[config.mk]
export PLATFORM = sky130hd
export DESIGN_NAME = header_line_tokenizer
export DESIGN_NICKNAME = d
export VERILOG_FILES = /design/src/sv/hlt_pkg.sv /design/src/sv/header_line_tokenizer.sv /design/src/sv/hlt_step.sv /design/src/sv/hlt_rsp_buf.sv
export SDC_FILE = /design/constraint.sdc
export NUM_CORES = 1
export LEC_CHECK = 0
export BUFFER_PORTS_ARGS = -buffer_cell sky130_fd_sc_hd__buf_2
export CAP_MARGIN = 20
export CORE_UTILIZATION = 30
export CTS_BUF_LIST = sky130_fd_sc_hd__clkbuf_4
export CTS_CLUSTER_SIZE = 12
export DETAILED_ROUTE_END_ITERATION = 6
export PLACE_DENSITY = 0.46
export SYNTH_ARGS = -nofsm -noshare
export SYNTH_HDL_FRONTEND = slang
export SYNTH_SLANG_ARGS = --single-unit
[constraint.sdc]
create_clock -name clock -period 7.1 [get_ports clock]
set_input_delay 0.71 -clock clock [delete_from_list [all_inputs] [get_ports clock]]
set_output_delay 0.71 -clock clock [all_outputs]
set_load 0.05 [all_outputs]
[src/sv/hlt_pkg.sv]
package hlt_pkg;

   // Field widths of the request and response records
   localparam int BYTE_W      = 8;
   localparam int KIND_W      = 3;
   localparam int NAME_LEN_W  = 5;
   localparam int VALUE_LEN_W = 8;
   localparam int RSP_DATA_W  = 24;
   localparam int RSP_PAD_W   = RSP_DATA_W - BYTE_W - NAME_LEN_W - VALUE_LEN_W - 1;

   // Most responses one request can cause
   localparam int RES_MAX = 3;
   localparam int RES_IDX_W = 2;

   // Default length limits
   localparam int NAME_MAX_DEF  = 31;
   localparam int VALUE_MAX_DEF = 255;

   // Character codes
   localparam logic [BYTE_W-1:0] CHAR_CR    = 8'h0D;
   localparam logic [BYTE_W-1:0] CHAR_LF    = 8'h0A;
   localparam logic [BYTE_W-1:0] CHAR_DASH  = 8'h2D;
   localparam logic [BYTE_W-1:0] CHAR_SPACE = 8'h20;
   localparam logic [BYTE_W-1:0] CHAR_TAB   = 8'h09;
   localparam logic [BYTE_W-1:0] CHAR_COLON = 8'h3A;

   typedef enum logic [KIND_W-1:0] {
      KIND_NAME   = 3'd0,
      KIND_VALUE  = 3'd1,
      KIND_LINE   = 3'd2,
      KIND_EMPTY  = 3'd3,
      KIND_BUFEND = 3'd4
   } hlt_kind_type;

   // Per-line control flags
   typedef struct packed {
      logic name_done;
      logic value_started;
      logic skipping_line;
      logic newline_pending;
      logic overflow_seen;
   } hlt_flags_type;

   // One response record
   typedef struct packed {
      logic [BYTE_W-1:0]      out_byte;
      hlt_kind_type           kind;
      logic [NAME_LEN_W-1:0]  name_length;
      logic [VALUE_LEN_W-1:0] value_length;
      logic                   truncated;
      logic                   last;
   } hlt_rsp_type;

   function automatic logic is_name_byte(input logic [BYTE_W-1:0] b);
      return (b >= 8'h41 && b <= 8'h5A) || (b >= 8'h61 && b <= 8'h7A) || b == CHAR_DASH;
   endfunction

endpackage

[src/sv/header_line_tokenizer.sv]
// A request passes through the input register and then the response buffer before its first response leaves.
// Throughput: one request per cycle while each request yields at most one response and
// rsp_tready is high; a request that yields k responses (k up to 3) holds back the next
// request until all k are taken. Requests that yield no response pass at one per cycle once earlier responses are out.
// Reset: synchronous, active high; clears all line state and the valid state of both register stages.
module header_line_tokenizer #(
   parameter int NAME_MAX  = hlt_pkg::NAME_MAX_DEF,
   parameter int VALUE_MAX = hlt_pkg::VALUE_MAX_DEF
) (
   input  logic                             clock,
   input  logic                             reset,
   input  logic                             req_tvalid,
   output logic                             req_tready,
   // req_tdata: in_byte[7:0]
   input  logic [hlt_pkg::BYTE_W-1:0]       req_tdata,
   // req_tlast: end_of_buffer
   input  logic                             req_tlast,
   output logic                             rsp_tvalid,
   input  logic                             rsp_tready,
   // rsp_tdata: out_byte[7:0], name_length[12:8], value_length[20:13], truncated[21]
   output logic [hlt_pkg::RSP_DATA_W-1:0]   rsp_tdata,
   // rsp_tuser: kind[2:0]
   output logic [hlt_pkg::KIND_W-1:0]       rsp_tuser,
   output logic                             rsp_tlast
);
   import hlt_pkg::*;

   localparam int NCW = $clog2(NAME_MAX + 1);
   localparam int VCW = $clog2(VALUE_MAX + 1);

   logic                      in_valid_ff;
   logic [BYTE_W-1:0]         in_byte_ff;
   logic                      in_eob_ff;
   hlt_flags_type             flags_ff, flags_in;
   logic [NCW-1:0]            name_cnt_ff, name_cnt_in;
   logic [VCW-1:0]            value_cnt_ff, value_cnt_in;
   hlt_rsp_type [RES_MAX-1:0] res;
   logic [RES_IDX_W-1:0]      res_num;
   logic                      can_load;
   logic                      load;

   assign load       = in_valid_ff && can_load;
   assign req_tready = !in_valid_ff || load;

   // Input register
   always_ff @(posedge clock) begin
      if (reset) begin
         in_valid_ff <= 1'b0;
      end else if (req_tready) begin
         in_valid_ff <= req_tvalid;
      end
   end

   always_ff @(posedge clock) begin
      if (req_tready && req_tvalid) begin
         in_byte_ff <= req_tdata;
         in_eob_ff  <= req_tlast;
      end
   end

   // Line state advances as a request moves into the response buffer
   always_ff @(posedge clock) begin
      if (reset) begin
         flags_ff     <= '0;
         name_cnt_ff  <= '0;
         value_cnt_ff <= '0;
      end else if (load) begin
         flags_ff     <= flags_in;
         name_cnt_ff  <= name_cnt_in;
         value_cnt_ff <= value_cnt_in;
      end
   end

   hlt_step #(
      .NAME_MAX (NAME_MAX),
      .VALUE_MAX(VALUE_MAX),
      .NCW      (NCW),
      .VCW      (VCW)
   ) u_step (
      .flags_ff    (flags_ff),
      .name_cnt_ff (name_cnt_ff),
      .value_cnt_ff(value_cnt_ff),
      .in_byte     (in_byte_ff),
      .in_eob      (in_eob_ff),
      .flags_in    (flags_in),
      .name_cnt_in (name_cnt_in),
      .value_cnt_in(value_cnt_in),
      .res         (res),
      .res_num     (res_num)
   );

   hlt_rsp_buf u_rsp_buf (
      .clock     (clock),
      .reset     (reset),
      .load      (load),
      .res       (res),
      .res_num   (res_num),
      .can_load  (can_load),
      .rsp_tvalid(rsp_tvalid),
      .rsp_tready(rsp_tready),
      .rsp_tdata (rsp_tdata),
      .rsp_tuser (rsp_tuser),
      .rsp_tlast (rsp_tlast)
   );

endmodule

[src/sv/hlt_step.sv]
module hlt_step #(
   parameter int NAME_MAX  = hlt_pkg::NAME_MAX_DEF,
   parameter int VALUE_MAX = hlt_pkg::VALUE_MAX_DEF,
   parameter int NCW       = $clog2(NAME_MAX + 1),
   parameter int VCW       = $clog2(VALUE_MAX + 1)
) (
   input  hlt_pkg::hlt_flags_type                  flags_ff,
   input  logic [NCW-1:0]                          name_cnt_ff,
   input  logic [VCW-1:0]                          value_cnt_ff,
   input  logic [hlt_pkg::BYTE_W-1:0]              in_byte,
   input  logic                                    in_eob,
   output hlt_pkg::hlt_flags_type                  flags_in,
   output logic [NCW-1:0]                          name_cnt_in,
   output logic [VCW-1:0]                          value_cnt_in,
   output hlt_pkg::hlt_rsp_type [hlt_pkg::RES_MAX-1:0] res,
   output logic [hlt_pkg::RES_IDX_W-1:0]           res_num
);
   import hlt_pkg::*;

   function automatic hlt_rsp_type make_rsp(input logic [BYTE_W-1:0] b,
                                            input hlt_kind_type k,
                                            input logic [NCW-1:0] nc,
                                            input logic [VCW-1:0] vc,
                                            input logic ovf);
      hlt_rsp_type r;
      r.out_byte     = b;
      r.kind         = k;
      r.name_length  = NAME_LEN_W'(nc);
      r.value_length = VALUE_LEN_W'(vc);
      r.truncated    = ovf;
      r.last         = 1'b0;
      return r;
   endfunction

   // Work out the whole request: pending line close, the byte itself, buffer end
   always_comb begin
      hlt_flags_type f;
      logic [NCW-1:0] nc;
      logic [VCW-1:0] vc;
      logic [RES_MAX-1:0] slot_v;
      hlt_rsp_type [RES_MAX-1:0] slot;
      logic [RES_IDX_W-1:0] k;
      logic is_blank;
      logic do_close;
      logic do_value;

      f        = flags_ff;
      nc       = name_cnt_ff;
      vc       = value_cnt_ff;
      slot_v   = '0;
      slot     = '0;
      res      = '0;
      k        = '0;
      do_close = 1'b0;
      do_value = 1'b0;
      is_blank = (in_byte == CHAR_SPACE) || (in_byte == CHAR_TAB);

      // Close a held line unless this byte folds it
      if (f.newline_pending) begin
         f.newline_pending = 1'b0;
         if (!is_blank) begin
            slot_v[0] = 1'b1;
            slot[0]   = make_rsp('0, (nc == '0 && vc == '0) ? KIND_EMPTY : KIND_LINE,
                                 nc, vc, f.overflow_seen);
            f.name_done = 1'b0; f.value_started = 1'b0; f.skipping_line = 1'b0;
            f.overflow_seen = 1'b0;
            nc = '0;
            vc = '0;
         end
      end

      // Handle the byte
      if (f.skipping_line) begin
         if (in_byte == CHAR_LF) begin
            f.name_done = 1'b0; f.value_started = 1'b0; f.skipping_line = 1'b0;
            f.overflow_seen = 1'b0;
            nc = '0;
            vc = '0;
         end
      end else if (f.overflow_seen) begin
         if (in_byte == CHAR_LF) begin
            if (in_eob) do_close = 1'b1;
            else f.newline_pending = 1'b1;
         end
      end else if (!f.name_done && is_name_byte(in_byte)) begin
         if (nc == '0 && in_byte == CHAR_DASH) begin
            f.skipping_line = 1'b1;
         end else if (32'(nc) >= NAME_MAX) begin
            f.overflow_seen = 1'b1;
         end else begin
            nc        = NCW'(nc + 1'b1);
            slot_v[1] = 1'b1;
            slot[1]   = make_rsp(in_byte, KIND_NAME, nc, vc, f.overflow_seen);
         end
      end else begin
         f.name_done = 1'b1;
         if (in_byte == CHAR_LF) begin
            if (in_eob) do_close = 1'b1;
            else f.newline_pending = 1'b1;
         end else if (in_byte != CHAR_CR) begin
            if (!is_blank && in_byte != CHAR_COLON) f.value_started = 1'b1;
            do_value = f.value_started;
         end
      end

      // Append a value byte or drop the rest of the line
      if (do_value) begin
         if (32'(vc) >= VALUE_MAX) begin
            f.overflow_seen = 1'b1;
         end else begin
            vc        = VCW'(vc + 1'b1);
            slot_v[1] = 1'b1;
            slot[1]   = make_rsp(in_byte, KIND_VALUE, nc, vc, f.overflow_seen);
         end
      end

      // Newline on the last buffer byte ends the line at once
      if (do_close) begin
         slot_v[1] = 1'b1;
         slot[1]   = make_rsp('0, (nc == '0 && vc == '0) ? KIND_EMPTY : KIND_LINE,
                              nc, vc, f.overflow_seen);
         f.name_done = 1'b0; f.value_started = 1'b0; f.skipping_line = 1'b0;
         f.overflow_seen = 1'b0;
         nc = '0;
         vc = '0;
      end

      // Buffer end reports the open line and clears everything
      if (in_eob) begin
         slot_v[2] = 1'b1;
         slot[2]   = make_rsp('0, KIND_BUFEND, f.skipping_line ? '0 : nc,
                              f.skipping_line ? '0 : vc, f.overflow_seen);
         f  = '0;
         nc = '0;
         vc = '0;
      end

      // Pack the valid slots in order and mark the final one
      for (int i = 0; i < RES_MAX; i++) begin
         if (slot_v[i]) begin
            res[k] = slot[i];
            k      = RES_IDX_W'(k + 1'b1);
         end
      end
      if (k != '0) res[RES_IDX_W'(k - 1'b1)].last = 1'b1;

      flags_in     = f;
      name_cnt_in  = nc;
      value_cnt_in = vc;
      res_num      = k;
   end

endmodule

[src/sv/hlt_rsp_buf.sv]
module hlt_rsp_buf (
   input  logic                                        clock,
   input  logic                                        reset,
   input  logic                                        load,
   input  hlt_pkg::hlt_rsp_type [hlt_pkg::RES_MAX-1:0] res,
   input  logic [hlt_pkg::RES_IDX_W-1:0]               res_num,
   output logic                                        can_load,
   output logic                                        rsp_tvalid,
   input  logic                                        rsp_tready,
   // rsp_tdata: out_byte[7:0], name_length[12:8], value_length[20:13], truncated[21]
   output logic [hlt_pkg::RSP_DATA_W-1:0]              rsp_tdata,
   // rsp_tuser: kind[2:0]
   output logic [hlt_pkg::KIND_W-1:0]                  rsp_tuser,
   output logic                                        rsp_tlast
);
   import hlt_pkg::*;

   hlt_rsp_type [RES_MAX-1:0] res_ff;
   logic [RES_IDX_W-1:0]      num_ff;
   logic [RES_IDX_W-1:0]      rd_ff;
   hlt_rsp_type               cur;
   logic                      pop;

   assign cur        = res_ff[rd_ff];
   assign rsp_tvalid = (rd_ff != num_ff);
   assign pop        = rsp_tvalid && rsp_tready;
   assign can_load   = !rsp_tvalid || (pop && RES_IDX_W'(rd_ff + 1'b1) == num_ff);

   assign rsp_tdata = {{RSP_PAD_W{1'b0}}, cur.truncated, cur.value_length,
                       cur.name_length, cur.out_byte};
   assign rsp_tuser = cur.kind;
   assign rsp_tlast = cur.last;

   // Load a fresh response set or step through the held one
   always_ff @(posedge clock) begin
      if (reset) begin
         num_ff <= '0;
         rd_ff  <= '0;
      end else if (load) begin
         num_ff <= res_num;
         rd_ff  <= '0;
      end else if (pop) begin
         rd_ff <= RES_IDX_W'(rd_ff + 1'b1);
      end
   end

   // Hold response payload
   always_ff @(posedge clock) begin
      if (load) res_ff <= res;
   end

endmodule

## Yosys cells after proc, flatten, opt, wreduce, memory -nomap -nowiden

Index checks and enable logic that the tools add are counted.

- Add/sub/neg operators: 6
- Multiply operators: 0
- Divide/modulo/power cells: 0
- $lt $le $gt $ge: 13
- Equality and inequality tests: 8
- Shifts and indexed selects: 0
- Mux-type cells: 98
- Bitwise operators: 0
- Reduce and logical (&&, ||, !) cells: 30

Operators by type and width:

| kind | count |
|---|---|
| two-way mux 26 bit | 13 |
| bitwise mux 78 bit | 3 |
| two-way mux 78 bit | 3 |
| demux 26 bit (select 2 bit) | 3 |
| two-way mux 8 bit | 9 |
| two-way mux 5 bit | 13 |
| binary-select mux 26 bit (select 2 bit) | 1 |
| two-way mux 1 bit | 43 |
| two-way mux 18 bit | 2 |
| equality test 8 x 4 -> 1 bit (second input constant) | 2 |
| equality test 8 x 6 -> 1 bit (second input constant) | 2 |
| >= comparator 8 x 7 -> 1 bit (second input constant) | 2 |
| less-or-equal comparator 8 x 7 -> 1 bit (second input constant) | 2 |
| zero test 8 bit | 2 |
| zero test 5 bit | 3 |
| two-way mux 3 bit | 5 |
| logical AND 1 bit | 14 |
| < comparator 2 x 3 -> 1 bit (second input constant) | 3 |
| adder 8 x 1 -> 8 bit (second input constant) | 1 |
| >= comparator 8 bit (second input constant) | 1 |
| != test 8 x 4 -> 1 bit (second input constant) | 1 |
| != test 8 x 6 -> 1 bit (second input constant) | 1 |
| two-way mux 2 bit | 3 |
| adder 5 x 1 -> 5 bit (second input constant) | 1 |
| other kinds (13) | 22 |

- Register bits: 110
- Latch bits: 0
- Memory bits (writable): 0
- Memory bits (read-only): 0
- Logic and storage cells: 185
- Memories kept: 0

## Logic depth before layout (Yosys ltp)

- Word-level depth: 23
- Mapped depth: 22
- Depth with buffers taken out: 21

## Hierarchy

From an unflattened synthesis, not the netlist that was laid out.

- Cell total of the unflattened synthesis: 665
- Area, all modules: 6506.2 µm²

By module, submodules not included:

| module | instances | cells an instance | area an instance (µm²) | sequential area each (µm²) |
|---|---|---|---|---|
| hlt_rsp_buf | 1 | 194 | 3154.3 | 2422.3 |
| hlt_step | 1 | 374 | 2233.4 | 0.0 |
| header_line_tokenizer | 1 | 97 | 1118.6 | 650.6 |

## Least setup slack after synthesis

OpenSTA, ideal clock, no wires.

- Path type: flip-flop to flip-flop
- Start: register in_byte_ff[2]
- End: register u_rsp_buf.res_ff[13] (netlist name) (data pin)
- Data arrival time: 4686 ps
- Path slack: 2146 ps
- Stages on the path, launching flop included: 22
- Cells stage by stage: edfxtp_1 > buf_6 > or4_4 > o31a_1 > a22oi_2 > clkbuf_1 > and2_1 > ha_1 > and3_1 > and3_1 > and3_1 > nand2_1 > and2_1 > nor2_1 > nand2_1 > inv_1 > ha_1 > nand2_1 > inv_1 > clkbuf_1 > clkbuf_1 > o22ai_1

RTL lines:

| what | line | text |
|---|---|---|
| from (decl) | header_line_tokenizer.sv:32 | `logic [BYTE_W-1:0] in_byte_ff;` |
| from (signal assigned) | header_line_tokenizer.sv:56 | `in_byte_ff <= req_tdata;` |
| to (signal assigned) | hlt_rsp_buf.sv:49 | `if (load) res_ff <= res;` |
| to (decl) | hlt_rsp_buf.sv:18 | `hlt_rsp_type [RES_MAX-1:0] res_ff;` |

==> impl_results.md <==
- Slowest stage cell, crit path: or4_4
- Vias/cell: 5.35
- TNS Setup: 0 ns
- Register Area: 2770 sq um
- Post-Syn Area per Cell: 9.42 sq um
- Period Utilization, post-route: 85.8%
- Placed inst area: 6070 sq um
- Slowest Stage Delay on Critical Path: 0.60 ns
- Area Overhead vs Synth: 10.0%
- Slew HR: 27.2%
- CTS buffer count: 9
- Wirelength per Cell: 18.1 um
- Crit Path Max Fanout: 15
- CTS Sinks: 100
- Multi-input gate area: 2670 sq um
- Synth top area cells: edfxtp_1 (41%), dfxtp_1 (8.1%), nand2_1 (5.4%)
- WP data required: 7.40 ns
- Layout cell share with drive strength beyond 1: 13.7%
- Post-synthesis cell type count: 70
- GRT Overall Usage: 16.6%
- Post-Syn Instances: 603
- Core Region: 18,300 sq um
- Final WS setup: 1.01 ns
- Largest delay share family, worst path: simple AND/OR/NAND/NOR gates
- Post-DP HPWL: 11,200 um
- Peak Freq: 0.164 GHz
- CP arrival: 6.39 ns
- Post-CTS Setup Bufs: 0
- Fill cell count: 1,891
- WL final: 15,500 um
- Seq/Total Area, Yosys: 48.8%
- CTS tree: done
- Critical Path Stages: 21
- Fin nets: 645
- Max Slew Vio Count: 0
- CTS H-tree lvls: 3
- Largest net degree at the start of global routing: 72
- Yosys reg bits: 100
- Status: finished, final reports clean
- Min-Delay Path Class: input port to flop
- DRT iter0 DRCs: 427
- Top_reg_cell synth: edfxtp_1
- Cts hold-fix bufs: 0
- Vias in the first global route: 4,496
- Crit end category: flop
- Worst-path clk slew: 0.16 ns
- Starting Density: 31.1%
- DRC Markers: 0
- Hold Path Depth: 1
- # IOs: 43
- Yosys warning count: 0
- Number of enable flip-flop cells after synthesis: 77
- Crit path kind: flop to flop
- Worst-Margin Slew: 1.08 ns
- Area leader, netlist: edfxtp_1
- Ys async rst share: 0%
- Die area: 19,500 sq um
- Die height: 140 um
- Total grt overflow: 0
- Unrepaired setup endpoints after global routing: no
- First-pass GRT wire length: 25,200 um
- Pre-CTS setup slack: 1.10 ns
- Drt first pass iters: 7
- Crit-path cells: or4_4 -> o31a_1 -> a22oi_2 -> buf_4 -> and2_1 -> ha_1 -> and3_1 -> and3_1 -> and3_1 -> nand2_1 -> and2_1 -> nor2_1 -> nand2_1 -> inv_1 -> ha_1 -> nand2_1 -> inv_1 -> nor2_1 -> a2111oi_0 -> o21ai_0 -> o31ai_1
- Maximum VDD drop: 98.6 uV
- DR vias: 4,597
- Worst setup SP type: flop
- FP Rows: 49
- Share of Yosys cell area claimed by the top area cell type: 40.7%
- Port Buffer Count: 40
- Post-CTS Resized: 0
- Most frequent cells in the layout: nand2_1 (81), edfxtp_1 (77), nor2_1 (57), o21ai_0 (49), buf_2 (40)
- GP Congestion: 0.906
- Layout Skew: 0.0340 ns
- Leakage: 0.00223 uW
- # setup viols final: 0
- Commonest non-fill, non-tap cell in the layout: nand2_1
- Crit path buffers/inverters: 3
- Synthesized area: 5680 sq um
- Power per cell area: 229 nW/um^2
- Post-route minimum period: 6.09 ns
- Max-Cap Viols: 0
- Chip width: 140 um
- CTS max path bufs: 2
- Hold Vio Cnt, Final: 0
- Clk root buf: clkbuf_4
- R2R depth: 21
- Initial antenna violation count: 1
- Final Cell Area: 6250 sq um
- Final ANT Viol Nets: 0
- Worst skew pair latency: 0.49 ns
per-layer routing:
metal	GRT usage [%]	routed length, um
met5	0	0
met4	6.48	313
met3	3.03	689
met2	26.6	7310
met1	22.3	7220
registers in the layout (all words and copies together) (netlist names):
signal,count
name_cnt_ff,5
u_rsp_buf.rd_ff,2
in_eob_ff,1
flags_ff,5
in_byte_ff,8
value_cnt_ff,8
u_rsp_buf.num_ff,2
in_valid_ff,1
u_rsp_buf.res_ff,68
Yosys cell counts (4+ instances only):
cell	instances
nand3_1	20
o31ai_1	6
clkbuf_1	30
nor2_1	57
nand2b_1	10
and3_1	9
and2_1	24
a21oi_1	32
o21ai_0	49
o22ai_1	12
inv_1	16
buf_2	5
edfxtp_1	77
nor2b_1	5
ha_1	7
a31oi_1	4
or3_1	6
mux2i_1	26
nand2_1	81
xnor2_1	9
nor3_1	12
a211oi_1	7
dfxtp_1	23
a221oi_1	5
stage by stage:
stage | hold slack (ns) | cells | total power, uW | util [%]
CTS | 0.355 | 858 | 1450 | 34.2
detailed placement | 0.462 | 842 | 1100 | 33.2
finish | 0.389 | 860 | 1430 | 34.2
global route | 0.337 | 860 | 1500 | 34.2
global placement | 0.455 | 842 | 1100 | 33.2
floorplan | 0.439 | 604 | 1000 | -
worst register-to-register path: stages (launching register included):
cell and delay, ns:
edfxtp_1 0.54, or4_4 0.60, o31a_1 0.35, a22oi_2 0.42, buf_4 0.27, and2_1 0.14, ha_1 0.21, and3_1 0.27
and3_1 0.26, and3_1 0.21, nand2_1 0.10, and2_1 0.34, nor2_1 0.28, nand2_1 0.18, inv_1 0.11, ha_1 0.14
nand2_1 0.20, inv_1 0.50, nor2_1 0.07, a2111oi_0 0.42, o21ai_0 0.16, o31ai_1 0.11
path summary, 6_finish.rpt:
kind / from / end / slack [ns]
worst max register to register: in_byte_ff[3]$_DFFE_PP_ / u_rsp_buf.res_ff[5]$_DFFE_PP_ / 1.01
worst min register to register: u_rsp_buf.num_ff[1]$_SDFFE_PP0P_ / u_rsp_buf.num_ff[1]$_SDFFE_PP0P_ / 0.48
worst min-delay path: req_tlast / in_eob_ff$_DFFE_PP_ / 0.39
worst max-delay path: in_byte_ff[3]$_DFFE_PP_ / u_rsp_buf.res_ff[5]$_DFFE_PP_ / 1.01
power by group:
part	total, uW	switching [uW]	leakage, uW	internal [uW]
logic	366	272	0.00122	94.4
registers	716	23.4	0.000927	692
clock network	350	197	0.0000877	153
total	1430	492	0.00223	939
final cells by class:
class,count,share of cell area (%)
Clock inverter,5,1.36
Clock buffer,11,1.32
Sequential cell,100,44.4
Tap cell,229,4.58
Inverter,17,1.02
Antenna cell,1,0.0400
Multi-Input combinational cell,446,42.8
Timing Repair Buffer,51,4.52
logic make-up after synthesis:
family                   count (synthesis)  share of synthesized area (%)
adder cells (fa/ha/maj)                  7                           1.54
XOR/XNOR                                12                           1.85
AND/OR/NAND/NOR                        243                           20.5
buffers and inverters                   58                           4.21
multiplexers                            28                           4.98
AO/OA/AOI/OAI                          154                           18.1
flip-flops                             100                           48.8
other                                    1                         0.0660
Note: power is estimated with default switching activity, not from simulation.
